===== config.mk =====
export PLATFORM = sky130hd
export DESIGN_NAME = logistic_map_stream_cipher_top
export DESIGN_NICKNAME = d
export VERILOG_FILES = /design/src/sv/lmsc_pkg.sv /design/src/sv/logistic_map_stream_cipher_top.sv /design/src/sv/lmsc_map.sv /design/src/sv/lmsc_div.sv
export SDC_FILE = /design/constraint.sdc
export NUM_CORES = 2
export LEC_CHECK = 0
export BUFFER_PORTS_ARGS = -buffer_cell sky130_fd_sc_hd__buf_4
export CORE_MARGIN = 10
export CORE_UTILIZATION = 43
export CTS_CLUSTER_DIAMETER = 100
export DETAILED_ROUTE_END_ITERATION = 6
export PLACE_DENSITY_LB_ADDON = 0.2
export SLEW_MARGIN = 30
export SYNTH_ARGS = -nofsm -noshare
export SYNTH_HDL_FRONTEND = slang
export SYNTH_HIERARCHICAL = 1
export SYNTH_SLANG_ARGS = --single-unit

===== constraint.sdc =====
create_clock -name clk -period 7.6 [get_ports clk]
set_input_delay 0.76 -clock clk [delete_from_list [all_inputs] [get_ports clk]]
set_output_delay 0.76 -clock clk [all_outputs]
set_load 0.02 [all_outputs]

===== src/sv/lmsc_pkg.sv =====
// ----------------------------------------------------------------------------
// lmsc_pkg
// Shared constants and types for the logistic-map stream cipher.
// ----------------------------------------------------------------------------
package lmsc_pkg;

    localparam int XW       = 32;
    localparam int MUW      = 32;
    localparam int MU_FRAC  = 30;
    localparam int MAX_LEN  = 255;

    localparam logic [31:0] MU_RESET   = 32'd4284186050;
    localparam logic [31:0] SEED_RESET = 32'd1288490189;
    localparam logic [7:0]  LEN_RESET  = 8'd16;

    localparam logic [1:0] REG_MU   = 2'd0;
    localparam logic [1:0] REG_SEED = 2'd1;
    localparam logic [1:0] REG_MODE = 2'd2;
    localparam logic [1:0] REG_LEN  = 2'd3;

    localparam logic [1:0] MODE_LOW  = 2'd0;
    localparam logic [1:0] MODE_NORM = 2'd1;

    // map unit request/response
    typedef struct packed {
        logic            start;
        logic [XW-1:0]   x;
        logic [MUW-1:0]  mu;
    } map_req_t;

    typedef struct packed {
        logic            done;
        logic [XW-1:0]   x_next;
    } map_rsp_t;

    typedef struct packed {
        logic            start;
        logic [39:0]     num;
        logic [XW-1:0]   den;
    } div_req_t;

    typedef struct packed {
        logic            done;
        logic [39:0]     quo;
    } div_rsp_t;

endpackage


===== src/sv/logistic_map_stream_cipher_top.sv =====
// ----------------------------------------------------------------------------
// logistic_map_stream_cipher_top
// XORs each data item with a key byte from a logistic-map keystream.
// ----------------------------------------------------------------------------
// One item at a time. In mode 0 each item takes one map step on the shared
// multiplier; modes 2 and 3 go straight to the output. Mode 1 also runs the
// bit-serial divider, which is skipped when the maximum is zero; an item marked
// first adds a prescan of msg_len map steps. A result waits in an output register
// until taken, and the next item may be accepted and worked on meanwhile.
// Configuration is taken only while idle with no result waiting and no item offered.
module logistic_map_stream_cipher_top
(
    input  logic        clk,
    input  logic        rst_n,
    input  logic        cfg_valid,
    output logic        cfg_ready,
    input  logic [1:0]  cfg_index,
    input  logic [31:0] cfg_data,
    input  logic        in_valid,
    output logic        in_ready,
    input  logic [7:0]  data_byte,
    input  logic        first,
    output logic        out_valid,
    input  logic        out_ready,
    output logic [7:0]  cipher_byte,
    output logic [7:0]  key_byte,
    output logic        zero_max
);

    typedef enum logic [6:0]
    {
        S_IDLE  = 7'b0000001,
        S_PRE   = 7'b0000010,
        S_PWAIT = 7'b0000100,
        S_TAKE  = 7'b0001000,
        S_STEP  = 7'b0010000,
        S_DIV   = 7'b0100000,
        S_OUT   = 7'b1000000
    } state_t;

    state_t      state_reg, state_next;
    logic [31:0] mu_reg;
    logic [1:0]  mode_reg;
    logic [7:0]  len_reg;
    logic [31:0] x_reg, min_reg, max_reg, px_reg;
    logic [7:0]  last_key_reg, cnt_reg, data_reg;
    logic [7:0]  key_reg;
    logic        zm_reg, div_pend_reg, step_pend_reg, step_go_reg;
    logic        out_valid_reg;
    logic [7:0]  cipher_out_reg, key_out_reg;
    logic        zm_out_reg;
    logic        out_load;
    logic [31:0] diff;
    logic [31:0] tmin, tmax;

    lmsc_pkg::map_req_t mreq;
    lmsc_pkg::map_rsp_t mrsp;
    lmsc_pkg::div_req_t dreq;
    lmsc_pkg::div_rsp_t drsp;

    lmsc_map u_map (.clk(clk), .rst_n(rst_n), .req(mreq), .rsp(mrsp));
    lmsc_div u_div (.clk(clk), .rst_n(rst_n), .req(dreq), .rsp(drsp));

    assign cfg_ready = (state_reg == S_IDLE) && !out_valid_reg && !in_valid;
    assign in_ready  = (state_reg == S_IDLE);
    assign out_valid = out_valid_reg;

    // hand the result over once the output register is free
    assign out_load = (state_reg == S_OUT) && (!out_valid_reg || out_ready);

    // take x into current min/max
    assign tmin = (x_reg < min_reg) ? x_reg : min_reg;
    assign tmax = (x_reg > max_reg) ? x_reg : max_reg;
    assign diff = x_reg - tmin;

    always_comb
    begin
        mreq.start = 1'b0;
        mreq.x     = x_reg;
        mreq.mu    = mu_reg;
        if (state_reg == S_PRE)
        begin
            mreq.start = 1'b1;
            mreq.x     = px_reg;
        end
        else if (state_reg == S_STEP && step_go_reg)
            mreq.start = 1'b1;
        dreq.start = (state_reg == S_TAKE) && (mode_reg == lmsc_pkg::MODE_NORM)
                     && (tmax != 32'd0);
        dreq.num   = {diff, 8'd0} - {8'd0, diff};
        dreq.den   = tmax;
    end

    always_comb
    begin
        state_next = state_reg;
        unique case (state_reg)
            S_IDLE:
                if (in_valid && in_ready)
                begin
                    if (mode_reg == lmsc_pkg::MODE_LOW)
                        state_next = S_TAKE;
                    else if (mode_reg == lmsc_pkg::MODE_NORM)
                        state_next = (first && len_reg != 8'd0) ? S_PRE : S_TAKE;
                    else
                        state_next = S_OUT;
                end
            S_PRE:   state_next = S_PWAIT;
            S_PWAIT:
                if (mrsp.done)
                    state_next = (cnt_reg == 8'd1) ? S_TAKE : S_PRE;
            S_TAKE:  state_next = S_STEP;
            S_STEP:
                if (!step_go_reg && !step_pend_reg && !div_pend_reg)
                    state_next = S_OUT;
            S_OUT:
                if (out_load)
                    state_next = S_IDLE;
            default: state_next = S_IDLE;
        endcase
    end

    always_ff @(posedge clk or negedge rst_n)
    begin
        if (!rst_n)
        begin
            state_reg      <= S_IDLE;
            mu_reg         <= lmsc_pkg::MU_RESET;
            mode_reg       <= lmsc_pkg::MODE_LOW;
            len_reg        <= lmsc_pkg::LEN_RESET;
            x_reg          <= lmsc_pkg::SEED_RESET;
            min_reg        <= lmsc_pkg::SEED_RESET;
            max_reg        <= lmsc_pkg::SEED_RESET;
            px_reg         <= lmsc_pkg::SEED_RESET;
            last_key_reg   <= 8'd0;
            cnt_reg        <= 8'd0;
            data_reg       <= 8'd0;
            key_reg        <= 8'd0;
            zm_reg         <= 1'b0;
            out_valid_reg  <= 1'b0;
            cipher_out_reg <= 8'd0;
            key_out_reg    <= 8'd0;
            zm_out_reg     <= 1'b0;
            div_pend_reg   <= 1'b0;
            step_pend_reg  <= 1'b0;
            step_go_reg    <= 1'b0;
        end
        else
        begin
            state_reg <= state_next;
            if (out_load)
                out_valid_reg <= 1'b1;
            else if (out_ready)
                out_valid_reg <= 1'b0;
            if (cfg_valid && cfg_ready)
            begin
                unique case (cfg_index)
                    lmsc_pkg::REG_MU:   mu_reg <= cfg_data;
                    lmsc_pkg::REG_SEED:
                    begin
                        x_reg    <= cfg_data;
                        min_reg  <= cfg_data;
                        max_reg  <= cfg_data;
                    end
                    lmsc_pkg::REG_MODE: mode_reg <= cfg_data[1:0];
                    lmsc_pkg::REG_LEN:  len_reg  <= cfg_data[7:0];
                    default: ;
                endcase
            end
            unique case (state_reg)
                S_IDLE:
                begin
                    if (in_valid && in_ready)
                    begin
                        data_reg <= data_byte;
                        px_reg   <= x_reg;
                        cnt_reg  <= len_reg;
                        key_reg  <= last_key_reg;
                        zm_reg   <= 1'b0;
                    end
                end
                S_PRE:
                begin
                    min_reg <= (px_reg < min_reg) ? px_reg : min_reg;
                    max_reg <= (px_reg > max_reg) ? px_reg : max_reg;
                end
                S_PWAIT:
                    if (mrsp.done)
                    begin
                        px_reg  <= mrsp.x_next;
                        cnt_reg <= cnt_reg - 8'd1;
                    end
                S_TAKE:
                begin
                    min_reg       <= tmin;
                    max_reg       <= tmax;
                    step_go_reg   <= 1'b1;
                    step_pend_reg <= 1'b1;
                    if (mode_reg == lmsc_pkg::MODE_LOW)
                        key_reg <= x_reg[7:0];
                    else if (tmax == 32'd0)
                    begin
                        key_reg <= 8'd0;
                        zm_reg  <= 1'b1;
                    end
                    else
                        div_pend_reg <= 1'b1;
                end
                S_STEP:
                begin
                    step_go_reg <= 1'b0;
                    if (mrsp.done && !step_go_reg)
                    begin
                        x_reg         <= mrsp.x_next;
                        step_pend_reg <= 1'b0;
                    end
                    if (drsp.done)
                    begin
                        div_pend_reg <= 1'b0;
                        key_reg <= (drsp.quo > 40'd255) ? 8'd255 : drsp.quo[7:0];
                    end
                    if (state_next == S_OUT)
                        last_key_reg <= key_reg;
                end
                S_OUT:
                    if (out_load)
                    begin
                        cipher_out_reg <= data_reg ^ key_reg;
                        key_out_reg    <= key_reg;
                        zm_out_reg     <= zm_reg;
                    end
                default: ;
            endcase
        end
    end

    assign key_byte    = key_out_reg;
    assign cipher_byte = cipher_out_reg;
    assign zero_max    = zm_out_reg;

    // hold a waiting result unchanged until taken
    assert property (@(posedge clk) disable iff (!rst_n)
        (out_valid_reg && !out_ready) |=>
            (out_valid_reg && $stable(cipher_out_reg) && $stable(key_out_reg)
             && $stable(zm_out_reg)))
        else $error("waiting result changed");

    // zero_max only with key zero
    assert property (@(posedge clk) disable iff (!rst_n)
        (out_valid_reg && zm_out_reg) |-> (key_out_reg == 8'd0))
        else $error("zero_max with nonzero key");

    // a divider start must lead straight into the step phase
    assert property (@(posedge clk) disable iff (!rst_n)
        dreq.start |=> (state_reg == S_STEP))
        else $error("divider started outside step phase");

endmodule


===== src/sv/lmsc_map.sv =====
// ----------------------------------------------------------------------------
// lmsc_map
// One logistic-map step over two passes of a shared 33x33 multiplier.
// ----------------------------------------------------------------------------
module lmsc_map
(
    input  logic               clk,
    input  logic               rst_n,
    input  lmsc_pkg::map_req_t req,
    output lmsc_pkg::map_rsp_t rsp
);

    typedef enum logic [2:0]
    {
        M_IDLE = 3'b001,
        M_MUL2 = 3'b010,
        M_DONE = 3'b100
    } mstate_t;

    mstate_t            state_reg, state_next;
    logic [31:0]        x_reg;
    logic [32:0]        a_reg;
    logic [32:0]        b_reg;
    logic [65:0]        prod;
    logic [32:0]        t_val;
    logic [35:0]        r_val;

    // shared multiplier
    assign prod  = {33'd0, a_reg} * {33'd0, b_reg};
    // t = floor(mu*x/2^32) fits in 32 bits (mu, x < 2^32)
    assign t_val = {1'b0, prod[63:32]};
    assign r_val = prod[65:30];

    always_comb
    begin
        state_next = state_reg;
        unique case (state_reg)
            M_IDLE: if (req.start) state_next = M_MUL2;
            M_MUL2: state_next = M_DONE;
            M_DONE: state_next = M_IDLE;
            default: state_next = M_IDLE;
        endcase
    end

    always_ff @(posedge clk or negedge rst_n)
    begin
        if (!rst_n)
            state_reg <= M_IDLE;
        else
            state_reg <= state_next;
    end

    always_ff @(posedge clk)
    begin
        if (state_reg == M_IDLE && req.start)
        begin
            x_reg <= req.x;
            a_reg <= {1'b0, req.mu};
            b_reg <= {1'b0, req.x};
        end
        else if (state_reg == M_MUL2)
        begin
            a_reg <= t_val;
            b_reg <= 33'h1_0000_0000 - {1'b0, x_reg};
        end
    end

    // result is valid during M_DONE, straight from the second product
    assign rsp.done   = (state_reg == M_DONE);
    assign rsp.x_next = (r_val[35:32] != 4'd0) ? 32'hFFFF_FFFF : r_val[31:0];

endmodule


===== src/sv/lmsc_div.sv =====
// ----------------------------------------------------------------------------
// lmsc_div
// Restoring divider, one quotient bit a cycle.
// ----------------------------------------------------------------------------
module lmsc_div
(
    input  logic               clk,
    input  logic               rst_n,
    input  lmsc_pkg::div_req_t req,
    output lmsc_pkg::div_rsp_t rsp
);

    logic        busy_reg;
    logic [5:0]  cnt_reg;
    logic [39:0] q_reg;
    logic [32:0] rem_reg;
    logic [31:0] den_reg;
    logic [32:0] trial;
    logic [32:0] shifted;

    assign shifted = {rem_reg[31:0], q_reg[39]};
    assign trial   = shifted - {1'b0, den_reg};

    always_ff @(posedge clk or negedge rst_n)
    begin
        if (!rst_n)
        begin
            busy_reg <= 1'b0;
            cnt_reg  <= 6'd0;
        end
        else if (req.start)
        begin
            busy_reg <= 1'b1;
            cnt_reg  <= 6'd39;
        end
        else if (busy_reg)
        begin
            if (cnt_reg == 6'd0)
                busy_reg <= 1'b0;
            else
                cnt_reg <= cnt_reg - 6'd1;
        end
    end

    always_ff @(posedge clk)
    begin
        if (req.start)
        begin
            q_reg   <= req.num;
            rem_reg <= 33'd0;
            den_reg <= req.den;
        end
        else if (busy_reg)
        begin
            if (!trial[32])
            begin
                rem_reg <= trial;
                q_reg   <= {q_reg[38:0], 1'b1};
            end
            else
            begin
                rem_reg <= shifted;
                q_reg   <= {q_reg[38:0], 1'b0};
            end
        end
    end

    assign rsp.done = busy_reg && (cnt_reg == 6'd0);
    assign rsp.quo  = {q_reg[38:0], ~trial[32]};

endmodule

==> flow_metrics.py <==
metrics = {
    "outcome": {
        "run_status": "complete, but fails checks",
        "violations": "setup timing",
    },
    "placed_design": {
        "placed_cells": 9112,
        "postPlaceCellArea_um2": 71200,
        "place.port_buffers": 67,
        "place.gp.congestion": 0.907,
        "place_hpwl_um": 155000,
    },
    "drt": {
        "wirelength_met1_um": 85100,
        "dr_wl_met2_um": 87500,
        "met3WireLength_um": 12600,
        "route.vias.total": 49789,
        "drt_pass1_iterations": 6,
        "drt_iter0_drc": 3544,
        "detail_route.wirelength_um": 192000,
        "top_layer_reached_by_signal_wires": "met5",
        "avgViaCountPerCell": 5.35,
        "route.detailed.wl_per_inst_um": 20.7,
        "drc_errors": 0,
        "drt.antenna.violating_nets": 0,
    },
    "floorplan": {
        "fp.dieH_um": 404,
        "pin_count": 68,
        "floorplan.rows": 140,
        "initial_utilization_pct": 43.4,
        "die-area_um2": 163000,
        "coreArea_um2": 146000,
        "chipWidth_um": 404,
    },
    "finish": {
        "post-route-cell-area_um2": 75400,
        "post_layout_nonfiller_instances": 9302,
        "area_delta_synth_final_pct": 18.8,
        "largest_register_ff_count": 40,
        "fill_cells": 13353,
        "design.final.nets": 8792,
        "post_route_cells_drive_above_1_share_pct": 22.1,
    },
    "min_path": {
        "timing.hold.worst.class": "in2async",
    },
    "critical_path": {
        "setup.worst_path.class": "reg2reg",
        "crit_path_start": "u_map/b_reg[12]",
        "critical_path.slowest_cell": "sky130_fd_sc_hd__fa_2",
        "reg2reg_setup_slack_ns": -0.89,
        "nature_of_the_critical_path_startpoint": "flip-flop",
        "critical_path_required_ns": 8.09,
        "worst-endpoint-arrival_ns": 8.99,
        "worst_path_most_repeated_cell": "sky130_fd_sc_hd__fa_1",
        "r2r_start": "u_map/b_reg[12]",
        "crit_path_end_kind": "flip-flop",
        "worst-r2r-cell-count": 31,
        "critical_path_fanouts_max": 7,
        "worstSetupEndpoint": "px_reg[5]",
        "r2r-end": "px_reg[5]",
        "max_stage_delay_ns": 0.59,
    },
    "sta": {
        "post-route-worst-setup-slack_ns": -0.894,
        "tns_ns": -65.15,
        "worstMarginPinSlew_ns": 0.914,
        "timing_max_transition_violations_final": 0,
        "relSlewSlack_pct": 38.9,
        "hold_viol": 0,
        "timing.clock.skew_ns": 0.0473,
        "shortest_period_the_worst_path_allows_ns": 8.49,
        "final.period_utilization_pct": 112,
        "setup_viol_count_final": 93,
        "fmax_mhz": 118,
        "setup_repair_after_global_routing_missed_its_margin": "true",
    },
    "clocking": {
        "tritoncts_clock_tree": "done",
        "clock_tree.htree_level_count": 2,
        "clk_path_buf_depth": 3,
        "clk_root_buffer_cell": "sky130_fd_sc_hd__clkbuf_16",
        "worstSkewPairLatency_ns": 0.67,
        "cts_hold_repair.buffers": 0,
        "numClockSinks": 442,
        "clk_pin_slew_worst_paths_ns": 0.06,
        "numCtsBuffers": 53,
    },
    "logic_synthesis": {
        "synth_cell_types": 125,
        "syn_inst": 6806,
        "synth-seq-area-share_pct": 18.7,
        "syn_area_per_cell_um2": 9.33,
        "synth-edff-count": 168,
        "synthesis.nets": 8261,
        "mapped_area_um2": 63500,
        "async_reset_ff_share_pct": 54.5,
        "ys_seq_elements": 442,
        "yosysWarnings": 6,
        "synth_flop_cell": "sky130_fd_sc_hd__edfxtp_1",
    },
    "global_routing": {
        "antenna_violations_before_repair": 10,
        "globalRouteOverflowTotal": 0,
        "first_global_vias": 52657,
        "grt_use_total_pct": 23.7,
        "grt_start_max_net_pins": 107,
        "global_route_wire_length_before_repair_um": 305000,
    },
    "flow_run": {
        "cap_violations": 0,
    },
}
-- per-layer routing --
layer / up-vias / global-route usage, %
li1: 22951 / -
met1: 25083 / 32.5
met2: 1433 / 37.5
met3: 314 / 4.41
met4: 8 / 7.81
met5: - / 0
-- timing repair --
item / in CTS / in global routing
resized for setup: 276 / 110
cloned: 3 / 1
pin swaps: 157 / 87
setup endpoints to repair: 110 / 111
setup buffers: 67 / 21
-- area by class of cell --
class                   instances  area, um^2  share of cell area (%)
multi-input cells            4869       47400                    62.8
flip-flops and latches        442       11800                    15.7
repair buffers                867        7780                    10.3
inverters                    1104        4150                    5.50
well taps                    1917        2400                    3.18
clock buffers                  69        1500                    1.99
clock inverters                30         339                   0.450
diodes                          4        10.0                  0.0133
-- cells in the final DEF (no fill, tap or decap), types with 35 or more instances in the layout --
cell                        synthesis  routed
sky130_fd_sc_hd__and2_4             0      41
sky130_fd_sc_hd__buf_6              5      45
sky130_fd_sc_hd__edfxtp_1         168     168
sky130_fd_sc_hd__o21a_1            55      55
sky130_fd_sc_hd__nor2_1           233     223
sky130_fd_sc_hd__nand4_1           72      72
sky130_fd_sc_hd__a22oi_1           43      43
sky130_fd_sc_hd__mux2i_1          126     123
sky130_fd_sc_hd__nand3_1           56      54
sky130_fd_sc_hd__nor4_1            59      51
sky130_fd_sc_hd__inv_2              0      38
sky130_fd_sc_hd__nand2_1          934     926
sky130_fd_sc_hd__a211oi_1          42      38
sky130_fd_sc_hd__dfstp_2           89      89
sky130_fd_sc_hd__ha_1             480     450
sky130_fd_sc_hd__buf_4             44     731
sky130_fd_sc_hd__o21ai_0          193     127
sky130_fd_sc_hd__a21oi_1          255     233
sky130_fd_sc_hd__dfrtp_1          152     151
sky130_fd_sc_hd__mux2_2           174     174
sky130_fd_sc_hd__fa_2               0      39
sky130_fd_sc_hd__a21o_1            94      94
sky130_fd_sc_hd__xnor2_1           98      87
sky130_fd_sc_hd__xor2_1            74      69
sky130_fd_sc_hd__buf_12             2      78
sky130_fd_sc_hd__o211ai_1          49      49
sky130_fd_sc_hd__nor3_1            40      35
sky130_fd_sc_hd__clkbuf_16          0      55
sky130_fd_sc_hd__fa_1             927     888
sky130_fd_sc_hd__inv_1           1102    1064
sky130_fd_sc_hd__and2_1           474     433
sky130_fd_sc_hd__o21ai_1           12      52
-- cell usage after synthesis, drive strengths merged (73+ instances only) --
cell,number,area share (%)
dfstp,89,3.7
inv,1103,6.5
dfrtp,152,6.0
edfxtp,168,7.9
xor2,74,1.0
ha,480,9.5
nand2,934,5.5
nand4,73,0.73
fa,927,29
mux2,179,3.2
clkbuf,314,1.9
and2,474,4.7
nand3,87,0.94
nor2,233,1.4
xnor2,100,1.4
mux2i,126,2.0
o21ai,207,1.6
a21oi,257,2.0
a21o,95,1.1
buf,76,0.87
-- worst min path at each step --
stage | start | end | cells after the start
floorplan | zm_reg | zm_reg | 2
global placement | step_pend_reg | step_pend_reg | 2
detailed placement | cipher_byte[2] | cipher_byte[2] | 2
CTS | rst_n | px_reg[24] | 1
global route | rst_n | cnt_reg[3] | 1
finish | rst_n | cnt_reg[3] | 1
-- per-stage QoR --
stage                     hold WS, ns  util, %  setup WS, ns
final                          0.0776     51.6        -0.894
after global routing            0.101     51.6         -1.13
after CTS                      0.0763     51.1        -0.863
after detailed placement        0.481     48.7         -1.31
after global placement          0.463     48.7         -1.26
after floorplan                 0.445        -        -0.105
-- critical path: cells and delay by family, from the launching register on --
family                   cells  cell delay [ns]
AO/OA/AOI/OAI                6             1.01
adder cells (fa/ha/maj)      9             4.28
buffers and inverters       10             1.02
flip-flops                   1             0.48
multiplexers                 1             0.14
AND/OR/NAND/NOR              5             1.36
-- kinds of logic after synthesis --
family | share of synthesized area, %
other | 0.00591
xor gates and xnor gates | 2.46
DFF | 18.7
adders and majority gates | 38.7
AOI/OAI and AO/OA | 9.95
and+or+nand+nor | 15.7
muxes | 5.16
buffers and inverters | 9.36
Power is left out: the tool's default activity adds up to more than one toggle a clock period on the data nets, which glitch-free logic cannot reach.
